## src/rtl/r64gc_pkg.sv

```systemverilog
// ----------------------------------------------------------------------------
// r64gc_pkg
// Shared types, status codes and alphabet mapping for the radix-64 codec.
// ----------------------------------------------------------------------------
`default_nettype none

package r64gc_pkg;

  localparam logic [1:0] ST_OK      = 2'd0;
  localparam logic [1:0] ST_INVALID = 2'd1;
  localparam logic [1:0] ST_TRUNC   = 2'd2;

  localparam logic [2:0] ENC_SYMS   = 3'd6;
  localparam logic [2:0] DEC_BYTES  = 3'd4;

  // One unit of work for the output side: cnt data results, then an
  // optional error result when err is not ST_OK.
  typedef struct packed {
    logic        enc;
    logic [31:0] word;
    logic [2:0]  cnt;
    logic [1:0]  err;
  } job_t;

  function automatic logic [7:0] sym_to_char(input logic [5:0] v);
    logic [7:0] c;
    if (v < 6'd26) begin
      c = 8'h61 + {2'b00, v};
    end else if (v < 6'd52) begin
      c = 8'h41 + {2'b00, v} - 8'd26;
    end else if (v < 6'd62) begin
      c = 8'h30 + {2'b00, v} - 8'd52;
    end else if (v == 6'd62) begin
      c = 8'h2D;
    end else begin
      c = 8'h2B;
    end
    return c;
  endfunction

  // Bit 6 set marks a character outside the alphabet.
  function automatic logic [6:0] char_to_sym(input logic [7:0] c);
    logic [6:0] s;
    if (c inside {[8'h61:8'h7A]}) begin
      s = 7'(c - 8'h61);
    end else if (c inside {[8'h41:8'h5A]}) begin
      s = 7'(c - 8'h41 + 8'd26);
    end else if (c inside {[8'h30:8'h39]}) begin
      s = 7'(c - 8'h30 + 8'd52);
    end else if (c == 8'h2D) begin
      s = 7'd62;
    end else if (c == 8'h2B) begin
      s = 7'd63;
    end else begin
      s = 7'd64;
    end
    return s;
  endfunction

endpackage

`default_nettype wire

```

## src/rtl/r64gc_front.sv

```systemverilog
// ----------------------------------------------------------------------------
// r64gc_front
// Accepts bytes or characters, tracks group and error state, issues jobs.
// ----------------------------------------------------------------------------
`default_nettype none

module r64gc_front
  import r64gc_pkg::*;
(
  input  wire logic        clk,
  input  wire logic        rst_n,
  input  wire logic        cfg_we,
  input  wire logic        cfg_index,
  input  wire logic [47:0] cfg_wdata,
  input  wire logic        in_valid,
  input  wire logic [7:0]  in_data,
  input  wire logic        in_last,
  output logic             in_ready,
  output logic             job_valid,
  output job_t             job,
  input  wire logic        job_ready
);

  logic        mode_r, mode_nxt;
  logic [35:0] word_r, word_nxt;
  logic [2:0]  count_r, count_nxt;
  logic [47:0] br_r, br_nxt;
  logic        halted_r, halted_nxt;
  logic [1:0]  err_r, err_nxt;

  logic        accept;
  logic [1:0]  epos;
  logic [31:0] ew;
  logic [2:0]  dpos;
  logic [6:0]  sym;
  logic [5:0]  dsh;
  logic [35:0] dw;
  logic [2:0]  n;
  logic [47:0] br_after;

  assign in_ready = job_ready;
  assign accept   = in_valid && in_ready;

  always_comb begin
    mode_nxt   = mode_r;
    word_nxt   = word_r;
    count_nxt  = count_r;
    br_nxt     = br_r;
    halted_nxt = halted_r;
    err_nxt    = err_r;
    job_valid  = 1'b0;
    job        = '0;

    epos     = count_r[1:0];
    ew       = word_r[31:0] | (32'(in_data) << {2'd3 - epos, 3'b000});
    sym      = char_to_sym(in_data);
    dpos     = (count_r > 3'd5) ? 3'd0 : count_r;
    dsh      = 6'd30 - (6'(dpos) << 2) - (6'(dpos) << 1);
    dw       = word_r | (36'(sym[5:0]) << dsh);
    n        = 3'd0;
    br_after = br_r;

    if (accept) begin
      if (halted_r) begin
        job_valid = 1'b1;
        job.err   = err_r;
      end else if (!mode_r) begin
        if (epos == 2'd3 || in_last) begin
          job_valid = 1'b1;
          job.enc   = 1'b1;
          job.word  = ew;
          job.cnt   = ENC_SYMS;
          word_nxt  = '0;
          count_nxt = '0;
        end else begin
          word_nxt  = {4'b0000, ew};
          count_nxt = {1'b0, epos} + 3'd1;
        end
      end else if (br_r != '0) begin
        if (sym[6]) begin
          job_valid  = 1'b1;
          job.err    = ST_INVALID;
          halted_nxt = 1'b1;
          err_nxt    = ST_INVALID;
          word_nxt   = '0;
          count_nxt  = '0;
        end else begin
          if (dpos == 3'd5) begin
            n         = (br_r >= 48'd4) ? DEC_BYTES : br_r[2:0];
            br_after  = br_r - 48'(n);
            word_nxt  = '0;
            count_nxt = '0;
          end else begin
            word_nxt  = dw;
            count_nxt = dpos + 3'd1;
          end
          br_nxt   = br_after;
          job.word = dw[35:4];
          job.cnt  = n;
          if (in_last && br_after != '0) begin
            job_valid  = 1'b1;
            job.err    = ST_TRUNC;
            halted_nxt = 1'b1;
            err_nxt    = ST_TRUNC;
            word_nxt   = '0;
            count_nxt  = '0;
          end else if (n != 3'd0) begin
            job_valid = 1'b1;
          end
        end
      end
    end

    if (cfg_we) begin
      if (!cfg_index) begin
        mode_nxt  = cfg_wdata[0];
        word_nxt  = '0;
        count_nxt = '0;
      end else begin
        br_nxt = cfg_wdata;
      end
    end
  end

  always_ff @(posedge clk) begin
    if (!rst_n) begin
      mode_r   <= 1'b0;
      word_r   <= '0;
      count_r  <= '0;
      br_r     <= '0;
      halted_r <= 1'b0;
      err_r    <= ST_OK;
    end else begin
      mode_r   <= mode_nxt;
      word_r   <= word_nxt;
      count_r  <= count_nxt;
      br_r     <= br_nxt;
      halted_r <= halted_nxt;
      err_r    <= err_nxt;
    end
  end

endmodule

`default_nettype wire

```

## src/rtl/r64gc_fifo.sv

```systemverilog
// ----------------------------------------------------------------------------
// r64gc_fifo
// Short job queue between the front and back sides.
// ----------------------------------------------------------------------------
`default_nettype none

module r64gc_fifo
  import r64gc_pkg::*;
#(
  parameter int DEPTH = 4
) (
  input  wire logic clk,
  input  wire logic rst_n,
  input  wire logic wr_valid,
  input  job_t      wr_job,
  output logic      wr_ready,
  output logic      rd_valid,
  output job_t      rd_job,
  input  wire logic rd_pop
);

  localparam int PTR_W = $clog2(DEPTH);
  localparam int CNT_W = $clog2(DEPTH + 1);

  job_t             mem_r [DEPTH];
  logic [PTR_W-1:0] wp_r, wp_nxt;
  logic [PTR_W-1:0] rp_r, rp_nxt;
  logic [CNT_W-1:0] cnt_r, cnt_nxt;
  logic             push, pop;

  assign wr_ready = (cnt_r != CNT_W'(DEPTH));
  assign rd_valid = (cnt_r != '0);
  assign rd_job   = mem_r[rp_r];
  assign push     = wr_valid && wr_ready;
  assign pop      = rd_pop && rd_valid;

  always_comb begin
    wp_nxt  = wp_r;
    rp_nxt  = rp_r;
    cnt_nxt = cnt_r;
    if (push) begin
      wp_nxt = (wp_r == PTR_W'(DEPTH - 1)) ? '0 : wp_r + PTR_W'(1);
    end
    if (pop) begin
      rp_nxt = (rp_r == PTR_W'(DEPTH - 1)) ? '0 : rp_r + PTR_W'(1);
    end
    if (push && !pop) begin
      cnt_nxt = cnt_r + CNT_W'(1);
    end else if (pop && !push) begin
      cnt_nxt = cnt_r - CNT_W'(1);
    end
  end

  always_ff @(posedge clk) begin
    if (push) begin
      mem_r[wp_r] <= wr_job;
    end
  end

  always_ff @(posedge clk) begin
    if (!rst_n) begin
      wp_r  <= '0;
      rp_r  <= '0;
      cnt_r <= '0;
    end else begin
      wp_r  <= wp_nxt;
      rp_r  <= rp_nxt;
      cnt_r <= cnt_nxt;
    end
  end

endmodule

`default_nettype wire

```

## src/rtl/r64gc_back.sv

```systemverilog
// ----------------------------------------------------------------------------
// r64gc_back
// Expands queued jobs into result transfers, one per cycle unless out_tready stalls the output, into a register.
// ----------------------------------------------------------------------------
`default_nettype none

module r64gc_back
  import r64gc_pkg::*;
(
  input  wire logic        clk,
  input  wire logic        rst_n,
  input  wire logic        job_valid,
  input  job_t             job,
  output logic             job_pop,
  output logic             out_tvalid,
  input  wire logic        out_tready,
  output logic [7:0]       out_tdata,
  output logic [1:0]       out_tuser,
  output logic             out_tlast
);

  logic [2:0]  idx_r, idx_nxt;
  logic        vld_r, vld_nxt;
  logic [7:0]  data_r, data_nxt;
  logic [1:0]  stat_r, stat_nxt;
  logic        last_r, last_nxt;

  logic        load;
  logic [2:0]  total;
  logic        final_res;
  logic [5:0]  ssh;
  logic [35:0] sw;
  logic [31:0] bw;

  always_comb begin
    total     = job.cnt + ((job.err != ST_OK) ? 3'd1 : 3'd0);
    final_res = (idx_r == total - 3'd1);
    load      = job_valid && (!vld_r || out_tready);
    job_pop   = load && final_res;

    ssh = (6'(idx_r) << 2) + (6'(idx_r) << 1);
    sw  = {job.word, 4'b0000} << ssh;
    bw  = job.word << {idx_r, 3'b000};

    vld_nxt  = vld_r;
    data_nxt = data_r;
    stat_nxt = stat_r;
    last_nxt = last_r;
    idx_nxt  = idx_r;

    if (vld_r && out_tready) begin
      vld_nxt = 1'b0;
    end
    if (load) begin
      vld_nxt  = 1'b1;
      last_nxt = final_res;
      idx_nxt  = final_res ? 3'd0 : idx_r + 3'd1;
      if (idx_r < job.cnt) begin
        data_nxt = job.enc ? sym_to_char(sw[35:30]) : bw[31:24];
        stat_nxt = ST_OK;
      end else begin
        data_nxt = 8'h00;
        stat_nxt = job.err;
      end
    end
  end

  always_ff @(posedge clk) begin
    data_r <= data_nxt;
    stat_r <= stat_nxt;
    last_r <= last_nxt;
  end

  always_ff @(posedge clk) begin
    if (!rst_n) begin
      vld_r <= 1'b0;
      idx_r <= '0;
    end else begin
      vld_r <= vld_nxt;
      idx_r <= idx_nxt;
    end
  end

  assign out_tvalid = vld_r;
  assign out_tdata  = data_r;
  assign out_tuser  = stat_r;
  assign out_tlast  = last_r;

endmodule

`default_nettype wire

```

## src/rtl/radix64_group_codec.sv

```systemverilog
// ----------------------------------------------------------------------------
// radix64_group_codec
// Byte-to-text group codec, 64-symbol alphabet, with encode and decode modes.
//
// channel | direction | payload
// in_*    | slave     | tdata[7:0] byte or character, tlast end of stream
// out_*   | master    | tdata[7:0] symbol or byte, tuser[1:0] status, tlast
// cfg_*   | write     | index 0 decode_mode, index 1 payload_length
//
// The front side takes one item per cycle while the job queue has room.
// The back side registers one result per cycle unless out_tready stalls it;
// an encoded group yields six symbols there.
// An item's job is queued, then its first result is registered at the output.
// Reset is synchronous; out_tready low holds results and fills the queue.
// ----------------------------------------------------------------------------
`default_nettype none

module radix64_group_codec
  import r64gc_pkg::*;
#(
  parameter int QUEUE_DEPTH = 4
) (
  input  wire logic        clk,
  input  wire logic        rst_n,
  input  wire logic        cfg_we,
  input  wire logic        cfg_index,
  input  wire logic [47:0] cfg_wdata,
  input  wire logic        in_tvalid,
  output logic             in_tready,
  input  wire logic [7:0]  in_tdata,   // data
  input  wire logic        in_tlast,
  output logic             out_tvalid,
  input  wire logic        out_tready,
  output logic [7:0]       out_tdata,  // data_res
  output logic [1:0]       out_tuser,  // status
  output logic             out_tlast
);

  logic job_wr_valid, job_wr_ready;
  job_t job_wr;
  logic job_rd_valid, job_rd_pop;
  job_t job_rd;

  r64gc_front u_front (
    .clk       (clk),
    .rst_n     (rst_n),
    .cfg_we    (cfg_we),
    .cfg_index (cfg_index),
    .cfg_wdata (cfg_wdata),
    .in_valid  (in_tvalid),
    .in_data   (in_tdata),
    .in_last   (in_tlast),
    .in_ready  (in_tready),
    .job_valid (job_wr_valid),
    .job       (job_wr),
    .job_ready (job_wr_ready)
  );

  r64gc_fifo #(
    .DEPTH (QUEUE_DEPTH)
  ) u_fifo (
    .clk      (clk),
    .rst_n    (rst_n),
    .wr_valid (job_wr_valid),
    .wr_job   (job_wr),
    .wr_ready (job_wr_ready),
    .rd_valid (job_rd_valid),
    .rd_job   (job_rd),
    .rd_pop   (job_rd_pop)
  );

  r64gc_back u_back (
    .clk        (clk),
    .rst_n      (rst_n),
    .job_valid  (job_rd_valid),
    .job        (job_rd),
    .job_pop    (job_rd_pop),
    .out_tvalid (out_tvalid),
    .out_tready (out_tready),
    .out_tdata  (out_tdata),
    .out_tuser  (out_tuser),
    .out_tlast  (out_tlast)
  );

endmodule

`default_nettype wire

```

## config.mk

```make
export PLATFORM = sky130hd
export DESIGN_NAME = radix64_group_codec
export DESIGN_NICKNAME = d
export VERILOG_FILES = /design/src/rtl/r64gc_pkg.sv /design/src/rtl/r64gc_front.sv /design/src/rtl/r64gc_fifo.sv /design/src/rtl/r64gc_back.sv /design/src/rtl/radix64_group_codec.sv
export SDC_FILE = /design/constraint.sdc
export NUM_CORES = 1
export LEC_CHECK = 0
export ABC_AREA = 0
export BUFFER_PORTS_ARGS = -buffer_cell sky130_fd_sc_hd__buf_2
export CAP_MARGIN = 20
export CORE_ASPECT_RATIO = 1.4
export CORE_MARGIN = 4
export CORE_UTILIZATION = 45
export DETAILED_ROUTE_END_ITERATION = 10
export SYNTH_ARGS = -nofsm -noshare
export SYNTH_HDL_FRONTEND = slang
export SYNTH_SLANG_ARGS = --single-unit
```

## constraint.sdc

```tcl
create_clock -name clk -period 5.5 [get_ports clk]
set_input_delay 0.55 -clock clk [delete_from_list [all_inputs] [get_ports clk]]
set_output_delay 0.55 -clock clk [all_outputs]
set_load 0.02 [all_outputs]
```

==> parameters.txt, run 1 <==
Parameter                              Value

Timing
  Share of the clock period used by the worst path    0.916
  Slew at the pin closest to its max-slew limit    1080 ps
  Highest attainable clock frequency    0.199 GHz
  Relative slew slack    0.278
  Setup repair after global routing missed its margin    false
  Minimum clock period after layout    5040 ps
  Max-slew violation count    0
  Worst-case clock skew    16.6 ps
  Total negative slack    0 ps
  Hold Violations, Final    0
  Setup-failing EPs final    0

Final layout
  Fraction of final layout cells with drive strength greater than 1    0.165
  Most common cell after layout, fill and taps aside    sky130_fd_sc_hd__edfxtp_1
  Area added between synthesis and finish    12.5%
  Filler instances    3078
  Nets    1697
  Diodes inserted    0
  Leading cell types in the layout, fill and taps excluded    sky130_fd_sc_hd__edfxtp_1, sky130_fd_sc_hd__nor2_1, sky130_fd_sc_hd__a21oi_1, sky130_fd_sc_hd__nand2_1, sky130_fd_sc_hd__dfxtp_1

Global route
  Wire length of the first global-routing pass    72200 um
  Number of antenna violations at the first check in global routing    0
  Pin count of the biggest net entering global routing    82
  GRT Resource Usage Total    0.243
  GRT Residual Overflow    0
  Number of global-route vias before repair    12900

Power and ir drop
  Maximum resistive drop on vdd    0.333 mV
  Part of the power in the clock network    0.264
  Power Internal    4.68 mW
  Flop pwr share    0.337
  Combinational fraction of design power    0.398
  Leakage    6.27 nW
  Net switching power of the design    2.64 mW
  Switching part of the total    0.360
  Pwr dens    418 nW/um^2
  Tot Pwr    7.32 mW

Synthesis
  FFs w/ async S/R, synth    0
  FF+latch count, synth    267
  Synth cell types    87
  Number of synthesized flops with an enable pin    163
  Summed instance area of the synthesized netlist    15600 um^2
  Number of standard cells after synthesis    1535
  Per-instance average area after synthesis    10.1 um^2
  Post-Synthesis Net Count    1639
  Proportion of synthesized chip area in sequential cells    0.449
  Most used DFF post-synth    sky130_fd_sc_hd__edfxtp_1
  Count of synthesis-stage warnings from yosys    0

Critical path
  Class of the most critical setup path    reg -> reg
  Category of the worst setup path launch point    flip-flop
  Critical Path RT    5960 ps
  CP max FO    10
  Element type at the critical path end    flip-flop
  Arrival time of data at the critical path endpoint    5500 ps

Drt
  Wire length per cell after detailed routing    22.5 um
  Number of vias in the routed layout    12800
  DRC marker count from the first detailed-route iteration    820
  Final routed wirelength across all metal layers    46400 um
  Remaining design rule violation count    0
  Post-detailed-route count of antenna-violating nets    0
  DR pass1 iterations    5
  Number of vias per cell after detailed routing    6.21

Clocking
  Clock tree buffer depth    3
  Clock tree root buffer cell    sky130_fd_sc_hd__clkbuf_16
  Number of clock sinks    267
  Gates resized, CTS repair    0
  CTS tree    done
  Number of buffers inserted by hold repair at cts    0
  Setup Buffers After CTS    0
  Number of CTS-inserted buffers    26
  Clock latency reported for the late side of the worst-skew pair    540 ps
  CTS H-tree lvls    1
  Worst-path clk slew    70 ps

Die
  Initial core utilization    0.456
  Core region area    34100 um^2
  Floorplan die height    228 um
  Floorplan die area    37600 um^2
  Top-Level Pins    76
  Horiz. Die Dim    165 um
  Row cnt    80

Status
  Status    complete, no violations

Placed design
  Port Buf Inserts    75
  Half-perimeter wire length after placement    34600 um
  Final estimated routing congestion in global placement    0.959

Flow run
  Reported max-cap violation count    0

Hold path
  Hold WC Path Type    in -> reg
-- per-stage QoR --
step,cells,worst slack (ps),cell area (um^2),hold WS (ps),util
2_1_floorplan,1535,855,15600,428,-
3_3_place_gp,2016,568,16600,437,0.485
3_5_place_dp,2016,517,16600,449,0.485
4_1_cts,2064,483,17500,220,0.513
5_1_grt,2064,194,17500,235,0.513
6_report,2064,463,17500,243,0.513
-- critical path: stages (launching register included) --
cell                        delay, ps
sky130_fd_sc_hd__dfxtp_1          370
sky130_fd_sc_hd__or4_4            540
sky130_fd_sc_hd__or3_1            490
sky130_fd_sc_hd__or3_1            540
sky130_fd_sc_hd__o21ai_4          310
sky130_fd_sc_hd__a2bb2oi_2        150
sky130_fd_sc_hd__nand4_1           90
sky130_fd_sc_hd__or4_1            570
sky130_fd_sc_hd__o41a_1           530
sky130_fd_sc_hd__nor2_8           180
sky130_fd_sc_hd__o21ai_2          150
sky130_fd_sc_hd__ha_1             240
sky130_fd_sc_hd__inv_1             80
sky130_fd_sc_hd__fa_1             180
sky130_fd_sc_hd__xor2_1            80
sky130_fd_sc_hd__or3_1            300
sky130_fd_sc_hd__a21boi_0         170
-- final timing paths --
path	cells after the start	to	slack (ps)	startpoint
hold reg to reg	2	u_front.err_r[0]$_SDFFE_PN0P_	450	u_front.err_r[0]$_SDFFE_PN0P_
setup reg to reg	16	u_fifo.cnt_r[2]$_SDFFE_PN0P_	460	u_front.br_r[19]$_SDFF_PN0_
setup / recovery	16	u_fifo.cnt_r[2]$_SDFFE_PN0P_	460	u_front.br_r[19]$_SDFF_PN0_
hold / removal	2	u_front.br_r[13]$_SDFF_PN0_	240	cfg_wdata[13]
-- cell type report --
cell class	count	area (um^2)	share of cell area
multi-input combinational	1132	8060	0.461
clock buffer	35	726	0.0415
tap	451	564	0.0323
inverter	43	161	0.00923
clock inverter	13	205	0.0117
sequential	267	6980	0.399
timing repair buffer	123	798	0.0456
-- cell families after synthesis --
group / after synthesis / share of synthesized area
and+or+nand+nor: 530 / 0.167
AOI/OAI and AO/OA: 405 / 0.173
muxes: 83 / 0.102
xor gates and xnor gates: 72 / 0.0406
DFF: 267 / 0.449
other: 1 / 0.000241
buffers and inverters: 136 / 0.0342
adders and majority gates: 41 / 0.0340
-- cells in the mapped netlist (all sizes together) (6+ instances only) --
| cell type | n | area (um^2) |
|---|---|---|
| a211oi | 24 | 180 |
| a21boi | 7 | 52.6 |
| a21o | 13 | 97.6 |
| a21oi | 139 | 699 |
| a221oi | 9 | 78.8 |
| a22oi | 6 | 45.0 |
| a31oi | 9 | 56.3 |
| a32oi | 6 | 52.6 |
| and2 | 20 | 125 |
| and3 | 7 | 43.8 |
| buf | 15 | 77.6 |
| clkbuf | 78 | 293 |
| dfxtp | 104 | 2080 |
| edfxtp | 163 | 4890 |
| ha | 39 | 488 |
| inv | 40 | 150 |
| mux2 | 6 | 67.6 |
| mux2i | 17 | 170 |
| mux4 | 60 | 1350 |
| nand2 | 138 | 518 |
| nand2b | 17 | 106 |
| nand3 | 38 | 195 |
| nand3b | 6 | 45.0 |
| nand4 | 9 | 56.3 |
| nor2 | 142 | 552 |
| nor2b | 12 | 75.1 |
| nor3 | 56 | 285 |
| nor4 | 30 | 194 |
| o211a | 24 | 240 |
| o211ai | 8 | 60.1 |
| o21a | 7 | 52.6 |
| o21ai | 67 | 365 |
| o22ai | 26 | 163 |
| or2 | 6 | 37.5 |
| or3 | 21 | 131 |
| or4 | 12 | 97.6 |
| xnor2 | 47 | 412 |
| xor2 | 25 | 219 |
-- power groups by stage --
| stage | registers (mW) | logic [mW] | clock network [mW] |
|---|---|---|---|
| 2_1_floorplan | 2.52 | 2.07 | 0 |
| 3_3_place_gp | 2.51 | 2.87 | 0 |
| 3_5_place_dp | 2.51 | 2.90 | 0 |
| 4_1_cts | 2.47 | 2.91 | 1.98 |
| 5_1_grt | 2.49 | 3.19 | 2.05 |
| 6_report | 2.47 | 2.92 | 1.93 |
-- flip-flops by register name (all words and copies together) (netlist names), named ones only --
name and count:
u_front.err_r 2, u_front.count_r 3, u_back.out_tuser 2, u_back.out_tvalid 1
u_back.idx_r 3, u_back.out_tlast 1, u_fifo.wp_r 2, u_fifo.rp_r 2
u_front.mode_r 1, u_front.halted_r 1, u_fifo.cnt_r 3, u_front.br_r 48
u_back.out_tdata 8, u_front.word_r 36, u_fifo.mem_r 152
-- per-layer routing --
| metal | GRT usage | part of all wire | wire (um) | vias up |
|---|---|---|---|---|
| met5 | 0 | 0 | 0 | - |
| met4 | 0.113 | 0.052 | 2400 | 0 |
| met3 | 0.0228 | 0.046 | 2140 | 144 |
| met2 | 0.446 | 0.53 | 24700 | 493 |
| met1 | 0.279 | 0.37 | 17200 | 6261 |
| li1 | - | - | - | 5925 |
No activity file was read; power rests on OpenSTA's default activity.
==> inputs of run 2 (changes only) <==
--- a/config.mk
+++ b/config.mk
@@ -7,10 +7,14 @@
 export LEC_CHECK = 0
 export ABC_AREA = 0
+export ABC_CLOCK_PERIOD_IN_PS = 5500
 export BUFFER_PORTS_ARGS = -buffer_cell sky130_fd_sc_hd__buf_2
 export CAP_MARGIN = 20
+export CELL_PAD_IN_SITES_DETAIL_PLACEMENT = 1
+export CELL_PAD_IN_SITES_GLOBAL_PLACEMENT = 2
 export CORE_ASPECT_RATIO = 1.4
 export CORE_MARGIN = 4
-export CORE_UTILIZATION = 45
+export CORE_UTILIZATION = 41
 export DETAILED_ROUTE_END_ITERATION = 10
+export PLACE_DENSITY_LB_ADDON = 0.1
 export SYNTH_ARGS = -nofsm -noshare
 export SYNTH_HDL_FRONTEND = slang
==> constraint.sdc (replaced) <==
create_clock -name clk -period 5.5 [get_ports clk]
set_input_delay 0.55 -clock clk [delete_from_list [all_inputs] [get_ports clk]]
set_output_delay 0.55 -clock clk [all_outputs]
set_load 0.01 [all_outputs]
==> run 2 against run 1 <==
Compared with the run above: die area increased by 9.3%; count of clock-buffer cells in the layout unchanged; final cell count increased by 1.3%; design area decreased by 0.34%; global-route usage increased by 0.20 points; non-clock buffer count decreased by 2; power decreased by 0.57%; critical path depth unchanged; via count decreased by 1.4%.
==> parameters.txt, run 2 (synthesized netlist as in run 1, its figures left out) <==
Parameter                              Value

Status
  Status    complete, no violations (unchanged)

Drt
  Wire length on met3    1420 um (was 2140 um)
  DR pass1 iterations    6 (was 5)
  Number of vias in the routed layout    12600 (was 12800)
  Wire length on met1    20200 um (was 17200 um)
  Wire length per cell after detailed routing    24.6 um (was 22.5 um)
  Final routed wirelength across all metal layers    51300 um (was 46400 um)
  Highest routed metal layer    met4 (unchanged)
  Number of vias per cell after detailed routing    6.05 (was 6.21)
  Remaining design rule violation count    0 (unchanged)
  Post-detailed-route count of antenna-violating nets    0 (unchanged)
  Amount of wire on met2 after detailed routing    27700 um (was 24700 um)
  DRC marker count from the first detailed-route iteration    800 (was 820)

Final layout
  Finished Cell Area    17400 um^2 (was 17500 um^2)
  Largest registers    u_fifo.mem_r (152), u_front.br_r (48), u_front.word_r (36) (unchanged)
  Diodes inserted    0 (unchanged)
  Total area of multi-input combinational cells    8060 um^2 (unchanged)
  Largest register FFs    152 (unchanged)
  Area added between synthesis and finish    12.1% (was 12.5%)
  Fraction of final layout cells with drive strength greater than 1    0.164 (was 0.165)
  Nets    1698 (was 1697)
  Post-route insts no fill    2090 (was 2064)
  Leading cell types in the layout, fill and taps excluded    sky130_fd_sc_hd__edfxtp_1, sky130_fd_sc_hd__nor2_1, sky130_fd_sc_hd__a21oi_1, sky130_fd_sc_hd__nand2_1, sky130_fd_sc_hd__dfxtp_1 (unchanged)
  Filler instances    4163 (was 3078)
  Register with the highest flop count    u_fifo.mem_r (unchanged)
  Register area    6980 um^2 (unchanged)
  Fin util    0.465 (was 0.513)
  Most common cell after layout, fill and taps aside    sky130_fd_sc_hd__edfxtp_1 (unchanged)

Critical path
  Endpoint of the most critical register-to-register path    u_fifo.cnt_r[2]$_SDFFE_PN0P_ (unchanged)
  Class of the most critical setup path    reg -> reg (unchanged)
  Category of the worst setup path launch point    flip-flop (unchanged)
  Element type at the critical path end    flip-flop (unchanged)
  Number of cells traversed by the worst register-to-register path    16 (unchanged)
  Critical Path RT    5970 ps (was 5960 ps)
  Worst flop-to-flop path startpoint    u_front.br_r[18]$_SDFF_PN0_ (was u_front.br_r[19]$_SDFF_PN0_)
  CP max FO    10 (unchanged)
  Arrival time of data at the critical path endpoint    5630 ps (was 5500 ps)
  Reg2reg setup slack    350 ps (was 460 ps)

Power and ir drop
  Power Internal    4.55 mW (was 4.68 mW)
  Switching part of the total    0.375 (was 0.360)
  Combinational fraction of design power    0.407 (was 0.398)
  Net switching power of the design    2.73 mW (was 2.64 mW)
  Leakage    6.22 nW (was 6.27 nW)
  Maximum resistive drop on vdd    0.251 mV (was 0.333 mV)
  Part of the power in the clock network    0.256 (was 0.264)
  Flop pwr share    0.337 (about the same)
  Pwr dens    417 nW/um^2 (was 418 nW/um^2)
  Tot Pwr    7.28 mW (was 7.32 mW)

Timing
  Highest attainable clock frequency    0.194 GHz (was 0.199 GHz)
  Share of the clock period used by the worst path    0.937 (was 0.916)
  Setup-failing EPs final    0 (unchanged)
  Hold Violations, Final    0 (unchanged)
  Worst-case clock skew    29.4 ps (was 16.6 ps)
  Hold WS    213 ps (was 243 ps)
  Max-slew violation count    0 (unchanged)
  Slew at the pin closest to its max-slew limit    1050 ps (was 1080 ps)
  Setup repair after global routing missed its margin    false (unchanged)
  Minimum clock period after layout    5150 ps (was 5040 ps)
  Least setup slack across all paths after layout    348 ps (was 463 ps)
  Relative slew slack    0.298 (was 0.278)
  Total negative slack    0 ps (unchanged)

Flow run
  Reported max-cap violation count    0 (unchanged)

Hold path
  Cell depth of the worst min-delay path    2 (unchanged)
  Hold WC Path Type    in -> reg (unchanged)
  Worst Hold Path EP    u_front.br_r[12]$_SDFF_PN0_ (was u_front.br_r[13]$_SDFF_PN0_)
  Start point of the worst hold path    cfg_wdata[12] (was cfg_wdata[13])

Die
  Top-Level Pins    76 (unchanged)
  Core region area    37500 um^2 (was 34100 um^2)
  Row cnt    84 (was 80)
  Horiz. Die Dim    173 um (was 165 um)
  Floorplan die height    238 um (was 228 um)
  Initial core utilization    0.414 (was 0.456)
  Floorplan die area    41200 um^2 (was 37600 um^2)

Clocking
  Worst-path clk slew    60 ps (was 70 ps)
  Clock tree buffer depth    3 (unchanged)
  Number of clock sinks    267 (unchanged)
  Clock latency reported for the late side of the worst-skew pair    580 ps (was 540 ps)
  CTS tree    done (unchanged)
  CTS H-tree lvls    1 (unchanged)
  Clock tree root buffer cell    sky130_fd_sc_hd__clkbuf_16 (unchanged)
  Number of CTS-inserted buffers    29 (was 26)
  Number of buffers inserted by hold repair at cts    0 (unchanged)
  Gates resized, CTS repair    0 (unchanged)
  Setup Buffers After CTS    0 (unchanged)

Placed design
  Half-perimeter wire length after placement    38800 um (was 34600 um)
  Minimum setup slack after placement    371 ps (was 517 ps)
  Placed insts    2036 (was 2016)
  Port Buf Inserts    75 (unchanged)
  Final estimated routing congestion in global placement    0.912 (was 0.959)
  Placement-stage cell area    16500 um^2 (was 16600 um^2)

Global route
  GRT Residual Overflow    0 (unchanged)
  Number of global-route vias before repair    13500 (was 12900)
  Wire length of the first global-routing pass    79600 um (was 72200 um)
  GRT Resource Usage Total    0.245 (was 0.243)
  Pin count of the biggest net entering global routing    51 (was 82)
  Number of antenna violations at the first check in global routing    0 (unchanged)
-- run 2: changes by cell type in the layout (fill, tap and decap cells not counted), sizes merged --
cell	previous run	this run
inv	41	45
clkinvlp	2	1
buf	123	121
bufinv	5	1
clkinv	8	15
-- run 2: area by class of cell --
type	count	area share
clock buffers	35	0.0429
well taps	473	0.0339
multi-input cells	1132	0.462
inverters	43	0.00926
clock inverters	19	0.00847
flip-flops and latches	267	0.400
repair buffers	121	0.0428
-- run 2: metal layers --
metal | vias to the layer above | GRT usage
met5 | - | 0
met4 | 0 | 0.0874
met3 | 102 | 0.0222
met2 | 242 | 0.469
met1 | 6379 | 0.285
li1 | 5924 | -
-- run 2: how the worst max path moves through the flow --
stage / from / to / slack (ps) / cells after the start
2_1_floorplan: u_front.br_r[16]$_SDFF_PN0_ / u_fifo.cnt_r[2]$_SDFFE_PN0P_ / 860 / 23
3_3_place_gp: u_front.br_r[18]$_SDFF_PN0_ / u_fifo.cnt_r[2]$_SDFFE_PN0P_ / 500 / 16
3_5_place_dp: u_front.br_r[18]$_SDFF_PN0_ / u_fifo.cnt_r[2]$_SDFFE_PN0P_ / 370 / 16
4_1_cts: u_front.br_r[18]$_SDFF_PN0_ / u_fifo.cnt_r[2]$_SDFFE_PN0P_ / 340 / 16
5_1_grt: u_front.br_r[8]$_SDFF_PN0_ / u_fifo.cnt_r[2]$_SDFFE_PN0P_ / 20 / 20
6_report: u_front.br_r[18]$_SDFF_PN0_ / u_fifo.cnt_r[2]$_SDFFE_PN0P_ / 350 / 16
-- run 2: power groups by stage --
stage	clock network (mW)	registers (mW)	logic, mW
finish	1.86	2.45	2.96
global route	2.00	2.47	3.25
CTS	1.91	2.46	3.01
detailed placement	0	2.50	2.99
global placement	0	2.49	2.95
floorplan	0	2.49	2.07
-- run 2: critical path: stages, from the launching register on --
cell,delay [ps]
sky130_fd_sc_hd__dfxtp_1,360
sky130_fd_sc_hd__or4_4,560
sky130_fd_sc_hd__or3_1,500
sky130_fd_sc_hd__or3_1,540
sky130_fd_sc_hd__o21ai_4,340
sky130_fd_sc_hd__a2bb2oi_2,160
sky130_fd_sc_hd__nand4_1,100
sky130_fd_sc_hd__or4_1,560
sky130_fd_sc_hd__o41a_1,530
sky130_fd_sc_hd__nor2_8,200
sky130_fd_sc_hd__o21ai_2,160
sky130_fd_sc_hd__ha_1,240
sky130_fd_sc_hd__inv_1,80
sky130_fd_sc_hd__fa_1,180
sky130_fd_sc_hd__xor2_1,80
sky130_fd_sc_hd__or3_1,300
sky130_fd_sc_hd__a21boi_0,190
==> inputs of run 3 (changes only) <==
Settings changed: ABC_CLOCK_PERIOD_IN_PS 5500 to 4750.
Clock period 5.5 ns to 4.75 ns, I/O delays scaled along.
==> run 3 against run 2 <==
Compared with the run above: power grew 18%; design area grew 3.1%; largest power group unchanged; largest cell class unchanged; utilization grew 1.4 points; first-iteration DRC count shrank 12%; die area is the same; critical endpoint unchanged.
==> parameters.txt, run 3 (synthesized netlist as in run 1, its figures left out) <==
Parameter                              Value

Timing
  Share of the clock period used by the worst path    0.958 (was 0.937)
  Highest attainable clock frequency    0.220 GHz (was 0.194 GHz)
  Total negative slack    0 ps (unchanged)
  Hold Violations, Final    0 (unchanged)
  Max-slew violation count    0 (unchanged)
  Relative slew slack    0.272 (was 0.298)
  Least setup slack across all paths after layout    200 ps (was 348 ps)
  Worst-case clock skew    21.4 ps (was 29.4 ps)
  Setup-failing EPs final    0 (unchanged)
  Setup repair after global routing missed its margin    false (unchanged)
  Slew at the pin closest to its max-slew limit    1090 ps (was 1050 ps)
  Minimum clock period after layout    4550 ps (was 5150 ps)

Final layout
  Leading cell types in the layout, fill and taps excluded    sky130_fd_sc_hd__edfxtp_1, sky130_fd_sc_hd__nor2_1, sky130_fd_sc_hd__a21oi_1, sky130_fd_sc_hd__nand2_1, sky130_fd_sc_hd__buf_4 (was sky130_fd_sc_hd__edfxtp_1, sky130_fd_sc_hd__nor2_1, sky130_fd_sc_hd__a21oi_1, sky130_fd_sc_hd__nand2_1, sky130_fd_sc_hd__dfxtp_1)
  Most common cell after layout, fill and taps aside    sky130_fd_sc_hd__edfxtp_1 (unchanged)
  Largest registers    u_fifo.mem_r (152), u_front.br_r (48), u_front.word_r (36) (unchanged)
  Area added between synthesis and finish    15.6% (was 12.1%)
  Fraction of final layout cells with drive strength greater than 1    0.198 (was 0.164)
  Nets    1759 (was 1698)
  Largest register FFs    152 (unchanged)
  Register with the highest flop count    u_fifo.mem_r (unchanged)
  Diodes inserted    0 (unchanged)

Die
  Top-Level Pins    76 (unchanged)
  Horiz. Die Dim    173 um (unchanged)
  Initial core utilization    0.414 (unchanged)
  Floorplan die height    238 um (unchanged)
  Floorplan die area    41200 um^2 (unchanged)
  Core region area    37500 um^2 (unchanged)
  Row cnt    84 (unchanged)

Clocking
  Clock latency reported for the late side of the worst-skew pair    570 ps (was 580 ps)
  Worst-path clk slew    60 ps (about the same)
  Clock tree buffer depth    3 (unchanged)
  CTS H-tree lvls    1 (unchanged)
  Number of clock sinks    267 (unchanged)
  Number of CTS-inserted buffers    27 (was 29)
  CTS tree    done (unchanged)
  Clock tree root buffer cell    sky130_fd_sc_hd__clkbuf_16 (unchanged)
  Number of buffers inserted by hold repair at cts    0 (unchanged)

Power and ir drop
  Pwr dens    479 nW/um^2 (was 417 nW/um^2)
  Maximum resistive drop on vdd    0.433 mV (was 0.251 mV)
  Leakage    6.55 nW (was 6.22 nW)

Flow run
  Reported max-cap violation count    0 (unchanged)

Global route
  Number of antenna violations at the first check in global routing    0 (unchanged)
  Pin count of the biggest net entering global routing    47 (was 51)
  Wire length of the first global-routing pass    82700 um (was 79600 um)
  GRT Residual Overflow    0 (unchanged)
  Number of global-route vias before repair    13800 (was 13500)
  GRT Resource Usage Total    0.256 (was 0.245)

Hold path
  Cell depth of the worst min-delay path    2 (unchanged)
  Hold WC Path Type    in -> reg (unchanged)

Drt
  Wire length per cell after detailed routing    24.9 um (was 24.6 um)
  Final routed wirelength across all metal layers    53400 um (was 51300 um)
  Remaining design rule violation count    0 (unchanged)
  Post-detailed-route count of antenna-violating nets    0 (unchanged)
  Number of vias in the routed layout    12900 (was 12600)
  DR pass1 iterations    5 (was 6)
  DRC marker count from the first detailed-route iteration    701 (was 800)
  Number of vias per cell after detailed routing    6.00 (was 6.05)

Critical path
  Number of cells traversed by the worst register-to-register path    16 (unchanged)
  Class of the most critical setup path    reg -> reg (unchanged)
  CP max FO    5 (was 10)
  Arrival time of data at the critical path endpoint    5030 ps (was 5630 ps)
  Category of the worst setup path launch point    flip-flop (unchanged)
  Critical Path RT    5230 ps (was 5970 ps)
  Element type at the critical path end    flip-flop (unchanged)

Placed design
  Half-perimeter wire length after placement    41000 um (was 38800 um)
  Minimum setup slack after placement    134 ps (was 371 ps)
  Final estimated routing congestion in global placement    0.960 (was 0.912)
  Port Buf Inserts    75 (unchanged)

Status
  Status    complete, no violations (unchanged)
==> run 3: layout make-up <==
| type | instances | area, um^2 |
|---|---|---|
| Clock buffer | 34 | 702 |
| Clock inverter | 15 | 171 |
| Fill cell | 4172 | 19500 |
| Inverter | 43 | 161 |
| Multi-Input combinational cell | 1132 | 8100 |
| Sequential cell | 267 | 6980 |
| Tap cell | 473 | 592 |
| Timing Repair Buffer | 184 | 1270 |
==> run 3: worst max-delay path, stage by stage, from the launching register on <==
cell and delay [ps]:
sky130_fd_sc_hd__dfxtp_1 370, sky130_fd_sc_hd__or4_1 570, sky130_fd_sc_hd__or3_1 390, sky130_fd_sc_hd__or4_4 460, sky130_fd_sc_hd__nor2_2 210, sky130_fd_sc_hd__nor3_1 80, sky130_fd_sc_hd__xor2_1 150, sky130_fd_sc_hd__or4_1 480
sky130_fd_sc_hd__o41a_1 530, sky130_fd_sc_hd__nor2_8 130, sky130_fd_sc_hd__o21ai_2 100, sky130_fd_sc_hd__ha_1 220, sky130_fd_sc_hd__inv_1 70, sky130_fd_sc_hd__fa_1 170, sky130_fd_sc_hd__xor2_1 70, sky130_fd_sc_hd__or3_1 300
sky130_fd_sc_hd__a21boi_0 160
==> run 3: metrics by stage <==
stage	utilization	instances	cell area [um^2]	power (mW)	hold slack (ps)
CTS	0.478	2147	17900	8.69	126
detailed placement	0.455	2098	17100	6.50	447
global placement	0.455	2098	17100	6.46	439
finish	0.479	2148	18000	8.60	150
global route	0.479	2148	18000	9.12	142
floorplan	-	1535	15600	5.28	428
==> run 3: worst paths after layout <==
kind / startpoint / end / slack (ps)
worst max-delay path: u_front.br_r[15]$_SDFF_PN0_ / u_fifo.cnt_r[2]$_SDFFE_PN0P_ / 200
worst min-delay path: cfg_wdata[12] / u_front.br_r[12]$_SDFF_PN0_ / 150
worst max register to register: u_front.br_r[15]$_SDFF_PN0_ / u_fifo.cnt_r[2]$_SDFFE_PN0P_ / 200
worst min register to register: u_front.word_r[34]$_SDFF_PN0_ / u_front.word_r[34]$_SDFF_PN0_ / 460
==> run 3: repair_timing <==
item | 4_1_cts | 5_1_grt
endpoints found under the setup margin | 0 | 2
buffers inserted | 0 | 1
gates resized for setup | 0 | 7
==> run 3: power by group <==
group          switching [mW]  internal [mW]  total [mW]
logic                    2.15           1.47        3.62
registers               0.103           2.72        2.82
clock network           0.939           1.22        2.16
==> run 3: per-layer routing <==
layer	vias up	routed length, um	GRT usage
li1	6040	-	-
met3	112	1510	0.0244
met5	-	0	0
met4	0	2480	0.115
met2	299	28700	0.490
met1	6445	20700	0.289
